[config.mk]
export PLATFORM = sky130hd
export DESIGN_NAME = mqbf_ctrl
export DESIGN_NICKNAME = d
export VERILOG_FILES = /design/src/hdl/mqbf_pkg.sv /design/src/hdl/mqbf_ctrl.sv
export SDC_FILE = /design/constraint.sdc
export NUM_CORES = 1
export LEC_CHECK = 0
export BUFFER_PORTS_ARGS = -buffer_cell sky130_fd_sc_hd__buf_4
export CORE_AREA = 5 5 42 44
export DETAILED_ROUTE_END_ITERATION = 8
export DIE_AREA = 0 0 47 49
export GPL_ROUTABILITY_DRIVEN = 0
export REMOVE_ABC_BUFFERS = 1
export SKIP_CTS_REPAIR_TIMING = 1
export SLEW_MARGIN = 20
export SYNTH_ARGS = -nofsm -noshare
export SYNTH_HDL_FRONTEND = slang
export SYNTH_SLANG_ARGS = --single-unit
[constraint.sdc]
create_clock -name aclk -period 1.7 [get_ports aclk]
set_clock_uncertainty 0.05 [all_clocks]
set_input_delay 0.17 -clock aclk [delete_from_list [all_inputs] [get_ports aclk]]
set_output_delay 0.17 -clock aclk [all_outputs]
set_load 0.1 [all_outputs]
[src/hdl/mqbf_pkg.sv]
// Package for the multi-queue byte FIFO: action and status codes, controller
// state type and the command bundle passed from controller to datapath.
// No dependencies.
package mqbf_pkg;

    localparam int ACTION_W = 2;
    localparam int QIDX_W   = 4;
    localparam int BYTE_W   = 8;
    localparam int LEN_W    = 9;
    localparam int STATUS_W = 2;
    localparam int FILL_W   = 9;

    localparam logic [ACTION_W-1:0] ACT_PUT   = 2'd0;
    localparam logic [ACTION_W-1:0] ACT_TAKE  = 2'd1;
    localparam logic [ACTION_W-1:0] ACT_CLEAR = 2'd2;
    localparam logic [ACTION_W-1:0] ACT_QUERY = 2'd3;

    localparam logic [STATUS_W-1:0] ST_DONE      = 2'd0;
    localparam logic [STATUS_W-1:0] ST_BAD_QUEUE = 2'd1;
    localparam logic [STATUS_W-1:0] ST_REJECT    = 2'd2;

    typedef enum logic [1:0] {
        CTRL_IDLE,
        CTRL_EXEC,
        CTRL_DELIVER
    } ctrl_state_t;

    typedef struct packed {
        logic latch;    // capture the accepted request
        logic execute;  // queue bookkeeping and store access
        logic deliver;  // load the output register
    } dp_cmd_t;

endpackage

[src/hdl/mqbf_ctrl.sv]
// Controller state machine of the multi-queue byte FIFO.
// Sequences capture, execution and delivery; owns both handshakes.
// Depends on mqbf_pkg.
module mqbf_ctrl (
    input  logic              aclk,
    input  logic              aresetn,
    input  logic              s_valid,
    output logic              s_ready,
    output logic              m_valid,
    input  logic              m_ready,
    output mqbf_pkg::dp_cmd_t cmd
);

    mqbf_pkg::ctrl_state_t state_reg, state_next;
    logic                  m_valid_reg, m_valid_next;

    always_ff @(posedge aclk) begin
        if (!aresetn) begin
            state_reg   <= mqbf_pkg::CTRL_IDLE;
            m_valid_reg <= 1'b0;
        end else begin
            state_reg   <= state_next;
            m_valid_reg <= m_valid_next;
        end
    end

    // The output slot is free when empty or being emptied this cycle.
    always_comb begin
        state_next = state_reg;
        unique case (state_reg)
            mqbf_pkg::CTRL_IDLE: begin
                if (s_valid) begin
                    state_next = mqbf_pkg::CTRL_EXEC;
                end
            end
            mqbf_pkg::CTRL_EXEC: begin
                state_next = mqbf_pkg::CTRL_DELIVER;
            end
            mqbf_pkg::CTRL_DELIVER: begin
                if (!m_valid_reg || m_ready) begin
                    state_next = mqbf_pkg::CTRL_IDLE;
                end
            end
            default: begin
                state_next = mqbf_pkg::CTRL_IDLE;
            end
        endcase
    end

    always_comb begin
        s_ready     = (state_reg == mqbf_pkg::CTRL_IDLE);
        cmd.latch   = (state_reg == mqbf_pkg::CTRL_IDLE) && s_valid;
        cmd.execute = (state_reg == mqbf_pkg::CTRL_EXEC);
        cmd.deliver = (state_reg == mqbf_pkg::CTRL_DELIVER) && (!m_valid_reg || m_ready);
        if (cmd.deliver) begin
            m_valid_next = 1'b1;
        end else if (m_ready) begin
            m_valid_next = 1'b0;
        end else begin
            m_valid_next = m_valid_reg;
        end
    end

    assign m_valid = m_valid_reg;

endmodule

==> results of run 1 <==
## area by class of cell
type | count | share of cell area
Timing Repair Buffer | 8 | 0.245
Tap cell | 16 | 0.0816
Sequential cell | 3 | 0.245
Multi-Input combinational cell | 10 | 0.321
Clock buffer | 4 | 0.107
## cell families (layout without fill, tap and decap cells)
| family | count (synthesis) | in the layout |
|---|---|---|
| buffers and inverters | 1 | 12 |
| AO/OA/AOI/OAI | 2 | 2 |
| AND/OR/NAND/NOR | 8 | 8 |
| flip-flops | 3 | 3 |
## power by group through the flow
| stage | registers, mW | logic, mW | clock network, mW |
|---|---|---|---|
| 2_1_floorplan | 0.0837 | 0.0595 | 0 |
| 4_1_cts | 0.0777 | 0.0832 | 0.134 |
| 6_report | 0.0778 | 0.0824 | 0.124 |
| 3_5_place_dp | 0.0789 | 0.0831 | 0 |
| 5_1_grt | 0.0784 | 0.0851 | 0.132 |
| 3_3_place_gp | 0.0788 | 0.0827 | 0 |
## routing by layer
metal  global-route usage  vias up  wire [um]
li1                     -       67          -
met1               0.0242       51        111
met2               0.0362        8        147
met3               0.0332        0         73
met4               0.0691        0          0
met5                    0        -          0
## path summary, 6_finish.rpt
kind,to,cells past startpoint
worst max-delay path,cmd[0],3
worst min-delay path,state_reg[1],2
worst max register to register,state_reg[1],2
worst min register to register,m_valid,2
## critical path, cell delays in order (launching register included)
cell      delay (ns)
dfxtp_1         0.34
nand2b_1        0.16
nor2b_1         0.11
buf_4           0.29
## cell usage in the layout, fill, tap and decap left out, drive strengths merged
cell type,instances
dfxtp,3
o21a,1
buf,8
nand2b,2
nor2b,1
nor3b,1
and2b,1
clkbuf,4
and2,1
and4bb,1
nor2,1
a21boi,1
## per-stage QoR
step                setup slack, ns   util  hold WS, ns  instance area (sq um)  cells
CTS                           0.329  0.175        0.100                    245     41
global route                  0.297  0.175        0.118                    245     41
finish                        0.347  0.175        0.109                    245     41
global placement              0.590  0.156        0.349                    219     37
detailed placement            0.584  0.156        0.349                    219     37
floorplan                    -0.734      -        0.237                    139     13
==> out/qor.yml, run 1 <==
outcome: "completed"
synth_edf_count: 0
p_comb_frac: 0.290
synth.distinct_cells: 11
nets: 30
grt_max_degree: 6
synth_most_common_cell: "dfxtp_1"
yosysTopAreaCell: "dfxtp_1"
via_count: 126
required_ns: 1.48
synth-seq-area-share: 0.410
antenna_cells: 0
grt_pass1_wl_um: 441
cp_max_fo: 5
synth_compound_area_frac: 0.103
finalCriticalPeriod_ns: 1.35
numPortBuffers: 8
maxSlewHeadroom: 0.815
yosys_warnings: 0
finalHoldViolations: 0
die-area_sq_um: 2300
seqPwrFrac: 0.274
cp-start-kind: "flop"
grt_usage: 0.0359
root_buffer: "clkbuf_4"
internal_power_uw: 183
cts_tree: "built"
numCtsBuffers: 3
start_util: 0.104
period_share: 0.796
synth_cells: 14
total_power_uw: 284
synth-adder-area-share: 0
io_pins: 9
die_w_um: 47
insertion_delay_ns: 0.23
async_reset_ff_frac: 0
setup_violations: 0
slew_violations: 0
synthFlopType: "dfxtp_1"
syn_area_per_cell_sq_um: 10.5
maxCapViolCount: 0
ir_drop_uv: 176
p_leak_nw: 0.109
p_clk_frac: 0.436
synth_simple_gate_area_share: 0.436
synthesis.area_sq_um: 146
cp_data_arrival_time_ns: 1.13
largest_reg_flops: 2
switching_share: 0.356
max_slew.worst_pin.slew_ns: 0.280
multi_input_area_sq_um: 78.8
synthXorXnorAreaFrac: 0
muxShareOfSynthArea: 0
seqCellArea_sq_um: 60.1
crit_start: "state_reg[0]"
drive_gt1_frac: 0.520
p_switching_uw: 101
dr.pass1.iters: 1
drc: 0
drtAntennaViolNets: 0
clk_pin_slew_worst_paths_ns: 0.04
synth_common_cells: "dfxtp_1, nand2b_1"
power.density_nw_per_um2: 1160
antenna_found_initial: 0
min_from: "aresetn"
fin_setup_tns_ns: 0
h-tree-depth: 1
synth_area_leaders: "dfxtp_1, and4bb_1, nand2b_1"
rsz0062_at_grt: "false"
end_kind: "output pin"
area_growth_pct: 67.5
reg2reg_slack_ns: 0.77
cts_buffer_depth: 2
wl_um: 331
min_path_type: "in2reg"
max_freq_mhz: 739
num_rows: 14
grt.overflow.total: 0
coreArea_sq_um: 1400
first_iter_violations: 0
routedWlPerCell_um: 8.07
r2r-start: "state_reg[1]"
numClockSinks: 3
die_y_um: 49
grt_pass1_vias: 128
viasPerCell: 3.07
synth_top_area_frac: 0.410
synth_top_family_by_area: "simple AND/OR/NAND/NOR gates"
ys_ff_latch: 3
worstSetupPathType: "reg2out"
num-fill-cells: 169
(Power assumes the default switching activity.)
==> run 2, diff against run 1 <==
==> constraint.sdc (replaced) <==
create_clock -name aclk -period 1.11 [get_ports aclk]
set_clock_uncertainty 0.05 [all_clocks]
set_input_delay 0.111 -clock aclk [delete_from_list [all_inputs] [get_ports aclk]]
set_output_delay 0.111 -clock aclk [all_outputs]
set_load 0.1 [all_outputs]
==> run 2 against run 1 <==
Net effect: the flow now finishes with violations (setup timing); sequential share of layout area shrank 3.8 points; register-to-register slack worse by 0.59 ns; utilization is 4.1 points higher; count of clock-buffer cells in the layout unchanged; cell count up 2.4%; setup slack worse by 0.44 ns; hold slack got worse by 0.058 ns; routed wire length unchanged; clock power grew 52%; die area stayed put; via count grew 6.3%; first-iteration DRC count is 2 higher; critical path type unchanged; largest cell class is now buffers; largest power group unchanged; highest routed layer unchanged.
==> out/qor.yml, run 2 (synthesized netlist as in run 1, its figures left out) <==
outcome: "finished, violations left"
violations: "setup timing"
ir_drop_uv: 202  # +15%
holdPathStages: 2  # unchanged
first_iter_violations: 2  # +2
grt.overflow.total: 0  # unchanged
routedWlPerCell_um: 7.88  # -2.4%
cts_tree: "built"
worstSetupPathDepth: 2  # -1
num_rows: 14  # unchanged
power.density_nw_per_um2: 1520  # +31%
path_cells: "nor3b_2 > buf_6"
worstSetupPathType: "reg2out"
cp_slowest_stage_delay_ns: 0.33  # about the same
clk_pin_slew_worst_paths_ns: 0.04  # about the same
cp_max_fo: 5  # unchanged
seqPwrFrac: 0.263  # -0.011
coreArea_sq_um: 1400  # unchanged
start_util: 0.104  # unchanged
rsz0062_at_grt: "true"
cp_data_arrival_time_ns: 1.04  # -0.09 ns
reg2reg_to: "state_reg[1]"
area_growth_pct: 107
internal_power_uw: 302  # +65%
maxSlewHeadroom: 0.814  # -0.00120
die_w_um: 47  # unchanged
finalHoldViolations: 0  # unchanged
p_switching_uw: 158  # +56%
grt_usage: 0.0331  # -0.00284
r2r-start: "state_reg[1]"
cp-start-kind: "flop"
dr.pass1.iters: 2  # +1
max_freq_mhz: 830
cp-endpoint: "cmd[2]"
die-area_sq_um: 2300  # unchanged
io_pins: 9  # unchanged
period_share: 1.08
layout_commonest_cell: "buf_4"
p_comb_frac: 0.329  # +0.039
reg2reg_depth: 2  # unchanged
end_kind: "output pin"
max_slew.worst_pin.slew_ns: 0.282  # +0.00182 ns
hold_ws_ns: 0.0517  # -0.0576 ns
numCtsBuffers: 3  # unchanged
nets: 31  # +3.3%
use_met3: 0.0332  # unchanged
drive_gt1_frac: 0.692  # +0.172
via_count: 134  # +6.3%
total_power_uw: 460  # +62%
maxCapViolCount: 0  # unchanged
fin_setup_tns_ns: -0.217  # -0.217 ns
path_delay_family: "flip-flops"
grtUsageMet2: 0.0362  # unchanged
required_ns: 0.95  # -0.53 ns
antenna_found_initial: 0  # unchanged
worst-path-buf-inv: 1  # unchanged
crit_start: "state_reg[0]"
slew_violations: 0  # unchanged
p_clk_frac: 0.408  # -0.028
setup_violations: 3  # +3
die_y_um: 49  # unchanged
fin_util: 0.216  # +0.0411
insertion_delay_ns: 0.23  # about the same
gr-max-usage-layer: "met4"
drtAntennaViolNets: 0  # unchanged
switching_share: 0.344  # -0.0118
root_buffer: "clkbuf_4"
dpl.hpwl_um: 242
wl_um: 331  # unchanged
min_path_type: "in2reg"
p_leak_nw: 0.135  # +24%
finalCriticalPeriod_ns: 1.20
numClockSinks: 3  # unchanged
cp_slowest_cell: "dfxtp_2"
viasPerCell: 3.19  # +3.8%
h-tree-depth: 1  # unchanged
drc: 0  # unchanged
antenna_cells: 0  # unchanged
grt_pass1_wl_um: 427  # -3.2%
setup_slack_ns: -0.0943  # -0.441 ns
cts_buffer_depth: 2  # unchanged
numPortBuffers: 8  # unchanged
reg2reg_slack_ns: 0.18  # -0.59 ns
num-fill-cells: 167  # -1.2%
largest_reg_flops: 2  # unchanged
grt_max_degree: 6  # unchanged
final_cell_mix: "buf_4, clkbuf_4, buf_12, buf_6, dfxtp_2"
use_met1: 0.0219  # -0.00225
grt_pass1_vias: 128  # unchanged
## run 2: power groups by stage
stage / logic [mW] / clock network, mW / registers, mW
5_1_grt: 0.156 / 0.204 / 0.121
6_report: 0.151 / 0.188 / 0.121
3_3_place_gp: 0.127 / 0 / 0.121
3_5_place_dp: 0.127 / 0 / 0.121
2_1_floorplan: 0.0911 / 0 / 0.128
4_1_cts: 0.127 / 0.201 / 0.119
## run 2: worst register-to-register path: cells and delay by family (launching register included)
kind | cells | cell delay, ns
AO/OA/AOI/OAI | 1 | 0.18
flip-flops | 1 | 0.38
AND/OR/NAND/NOR | 1 | 0.22
## run 2: cell type report
class | count | area [sq um] | share of cell area
multi-input cells | 10 | 93.8 | 0.310
clock buffers | 4 | 26.3 | 0.0868
flip-flops and latches | 3 | 62.6 | 0.207
repair buffers | 9 | 100 | 0.331
well taps | 16 | 20.0 | 0.0661
## run 2: per-layer routing
layer,part of all wire,vias to the layer above
met2,0.47,8
li1,-,69
met4,0,0
met1,0.32,57
met3,0.21,0
met5,0,-
## run 2: how the worst min path moves through the flow
stage                    to  startpoint  slack, ns
2_1_floorplan  state_reg[1]     aresetn       0.18
3_3_place_gp   state_reg[1]     aresetn       0.29
3_5_place_dp   state_reg[1]     aresetn       0.29
4_1_cts        state_reg[1]     aresetn       0.05
5_1_grt        state_reg[0]     aresetn       0.06
6_report       state_reg[1]     aresetn       0.05
## run 2: through the flow
stage / instance area (sq um) / std cells / setup WS [ns]
finish: 303 / 42 / -0.0943
global route: 303 / 42 / -0.125
CTS: 245 / 41 / -0.212
detailed placement: 219 / 37 / 0.0418
global placement: 219 / 37 / 0.0567
floorplan: 139 / 13 / -1.26
==> run 3, diff against run 2 <==
--- a/config.mk
+++ b/config.mk
@@ -5,11 +5,13 @@
 export SDC_FILE = /design/constraint.sdc
 export NUM_CORES = 1
 export LEC_CHECK = 0
+export ABC_AREA = 1
 export BUFFER_PORTS_ARGS = -buffer_cell sky130_fd_sc_hd__buf_4
 export CORE_AREA = 5 5 42 44
 export DETAILED_ROUTE_END_ITERATION = 8
 export DIE_AREA = 0 0 47 49
 export GPL_ROUTABILITY_DRIVEN = 0
+export HOLD_SLACK_MARGIN = 0.06
 export REMOVE_ABC_BUFFERS = 1
 export SKIP_CTS_REPAIR_TIMING = 1
 export SLEW_MARGIN = 20
==> run 3 against run 2 <==
Net effect: the run still ends with setup timing left; global-route usage is 0.77 points higher; synthesized area is 7.7% higher; count of clock-buffer cells in the layout stayed put; sequential share of layout area is 2.5 points lower; design area is 18% higher; utilization is 3.9 points higher; first-iteration DRC count stayed put.
==> out/qor.yml, run 3 <==
yosysTopAreaCell: "dfxtp_1"
reg2reg_depth: 5  # +3
dr.pass1.iters: 4  # +2
switching_share: 0.365  # +0.0216
synth_area_leaders: "dfxtp_1, inv_1, nand2_1"
synthFlopType: "dfxtp_1"
num_rows: 14  # unchanged
p_switching_uw: 181  # +14%
seqCellArea_sq_um: 65.1  # +4.0%
synth.distinct_cells: 12  # +1
required_ns: 0.95  # about the same
setup_slack_ns: -0.0961  # -0.00174 ns
synth-seq-area-share: 0.381  # -0.0293
synth_edf_count: 0  # unchanged
wl_um: 390  # +18%
dpl.hpwl_um: 269  # +11%
synth_common_cells: "inv_1, dfxtp_1, nand2_1"
min_path_type: "in2reg"
synthesis.area_sq_um: 158  # +7.7%
reg2reg_to: "state_reg[1]"
die_y_um: 49  # unchanged
placed_cells: 44  # +19%
finalHoldViolations: 0  # unchanged
cp_max_fo: 4  # -1
drc: 0  # unchanged
synth_cells: 21  # +7
path_cells: "inv_4 > nor3_2 > clkbuf_8"
viasPerCell: 3.41  # +6.9%
p_comb_frac: 0.375  # +0.046
total_power_uw: 494  # +7.6%
area_growth_pct: 127
syn_area_per_cell_sq_um: 7.51  # -28%
cp_slowest_stage_delay_ns: 0.33  # about the same
layout_commonest_cell: "buf_4"
numClockSinks: 3  # unchanged
stdcell_count: 51  # +21%
power.density_nw_per_um2: 1380  # -9.0%
end_kind: "output pin"
ys_ff_latch: 3  # unchanged
final_cell_mix: "buf_4, inv_4, clkbuf_4, buf_12"
internal_power_uw: 314  # +4.0%
clk_pin_slew_worst_paths_ns: 0.04  # about the same
grt_pass1_vias: 122  # -4.7%
yosys_warnings: 0  # unchanged
crit_start: "state_reg[1]"
worstSetupPathType: "reg2out"
finalCriticalPeriod_ns: 1.21  # +0.00174 ns
largest_reg_flops: 2  # unchanged
min_from: "m_ready"
ir_drop_uv: 403  # +99%
multi_input_area_sq_um: 83.8  # -11%
cts_buffer_depth: 2  # unchanged
synth_top_area_frac: 0.381  # -0.0293
nets: 40  # +29%
outcome: "finished, violations left"
die-area_sq_um: 2300  # unchanged
max_slew.worst_pin.slew_ns: 0.278  # -0.00349 ns
slew_violations: 0  # unchanged
via_count: 174  # +30%
numCtsBuffers: 3  # unchanged
cts_tree: "built"
io_pins: 9  # unchanged
preCtsSetupSlack_ns: 0.0728  # +0.0310 ns
antenna_found_initial: 0  # unchanged
maxCapViolCount: 0  # unchanged
grt_usage: 0.0408  # +0.00771
r2r-start: "state_reg[1]"
p_leak_nw: 0.159  # +18%
cp-start-kind: "flop"
maxSlewHeadroom: 0.816  # +0.00231
start_util: 0.112  # +0.00804
num-fill-cells: 163  # -2.4%
synth_most_common_cell: "inv_1"
cp_slowest_cell: "dfxtp_2"
reg2reg_slack_ns: 0.23  # +0.05 ns
cp-endpoint: "cmd[0]"
seqPwrFrac: 0.241  # -0.022
cp_data_arrival_time_ns: 1.05  # about the same
routedWlPerCell_um: 7.65  # -3.0%
coreArea_sq_um: 1400  # unchanged
drive_gt1_frac: 0.771  # +0.0791
grt_pass1_wl_um: 572  # +34%
insertion_delay_ns: 0.23  # about the same
violations: "setup timing"
h-tree-depth: 1  # unchanged
period_share: 1.09  # +0.00157
grt.overflow.total: 0  # unchanged
first_iter_violations: 2  # unchanged
setup_violations: 3  # unchanged
rsz0062_at_grt: "true"
drtAntennaViolNets: 0  # unchanged
grt_max_degree: 5  # -1
p_clk_frac: 0.384  # -0.024
root_buffer: "clkbuf_4"
max_freq_mhz: 829  # -0.14%
numPortBuffers: 8  # unchanged
die_w_um: 47  # unchanged
fin_util: 0.255  # +0.0393
antenna_cells: 0  # unchanged
async_reset_ff_frac: 0  # unchanged
-- run 3: changes by cell type in the layout (fill, tap and decap cells not counted), moves of 2 or more --
cell,previous run,this run
nand2_1,0,2
inv_1,0,2
nor3_2,0,2
inv_4,0,3
buf_6,2,0
inv_2,0,2
nor2_4,0,2
-- run 3: cell families (layout without fill, tap and decap cells) --
kind of cell | after synthesis | count (layout) | share of synthesized area
AO/OA/AOI/OAI | 2 | 2 | 0.103
buffers and inverters | 8 | 22 | 0.214
flip-flops | 3 | 3 | 0.381
AND/OR/NAND/NOR | 8 | 8 | 0.302
-- run 3: worst min-delay path by stage --
stage	endpoint	slack, ns	cells past startpoint
floorplan	m_valid	0.18	1
detailed placement	m_valid	0.28	2
CTS	m_valid	0.03	2
finish	state_reg[1]	0.11	4
global placement	m_valid	0.27	2
global route	state_reg[1]	0.14	4
-- run 3: area by class of cell --
cell class                      count  area share
Tap cell                           16      0.0559
Inverter                            7      0.0944
Timing Repair Buffer               11       0.360
Clock buffer                        4      0.0734
Sequential cell                     3       0.182
Multi-Input combinational cell     10       0.234
-- run 3: metal layers --
layer	vias to the layer above	track usage	routed length [um]
met5	-	0	0
met4	0	0.0276	0
met3	0	0.0590	83
met2	13	0.0362	165
met1	74	0.0438	141
li1	87	-	-
-- run 3: power groups by stage --
stage          Clock, mW  Combinational, mW  Sequential, mW
2_1_floorplan          0             0.0957           0.127
3_3_place_gp           0              0.134           0.119
3_5_place_dp           0              0.135           0.119
4_1_cts            0.203              0.135           0.117
5_1_grt            0.211              0.194           0.120
6_report           0.190              0.185           0.119
-- run 3: through the flow --
step / hold slack (ns) / cell area (sq um) / TNS [ns]
2_1_floorplan: 0.179 / 150 / -3.67
3_3_place_gp: 0.275 / 230 / 0
3_5_place_dp: 0.280 / 230 / 0
4_1_cts: 0.0316 / 256 / -0.608
5_1_grt: 0.143 / 358 / -0.348
6_report: 0.114 / 358 / -0.169
-- run 3: worst max-delay path: cells and delay by family, from the launching register on --
family / cells / cell delay, ns
and+or+nand+nor: 1 / 0.18
buffers and inverters: 2 / 0.31
DFF: 1 / 0.33
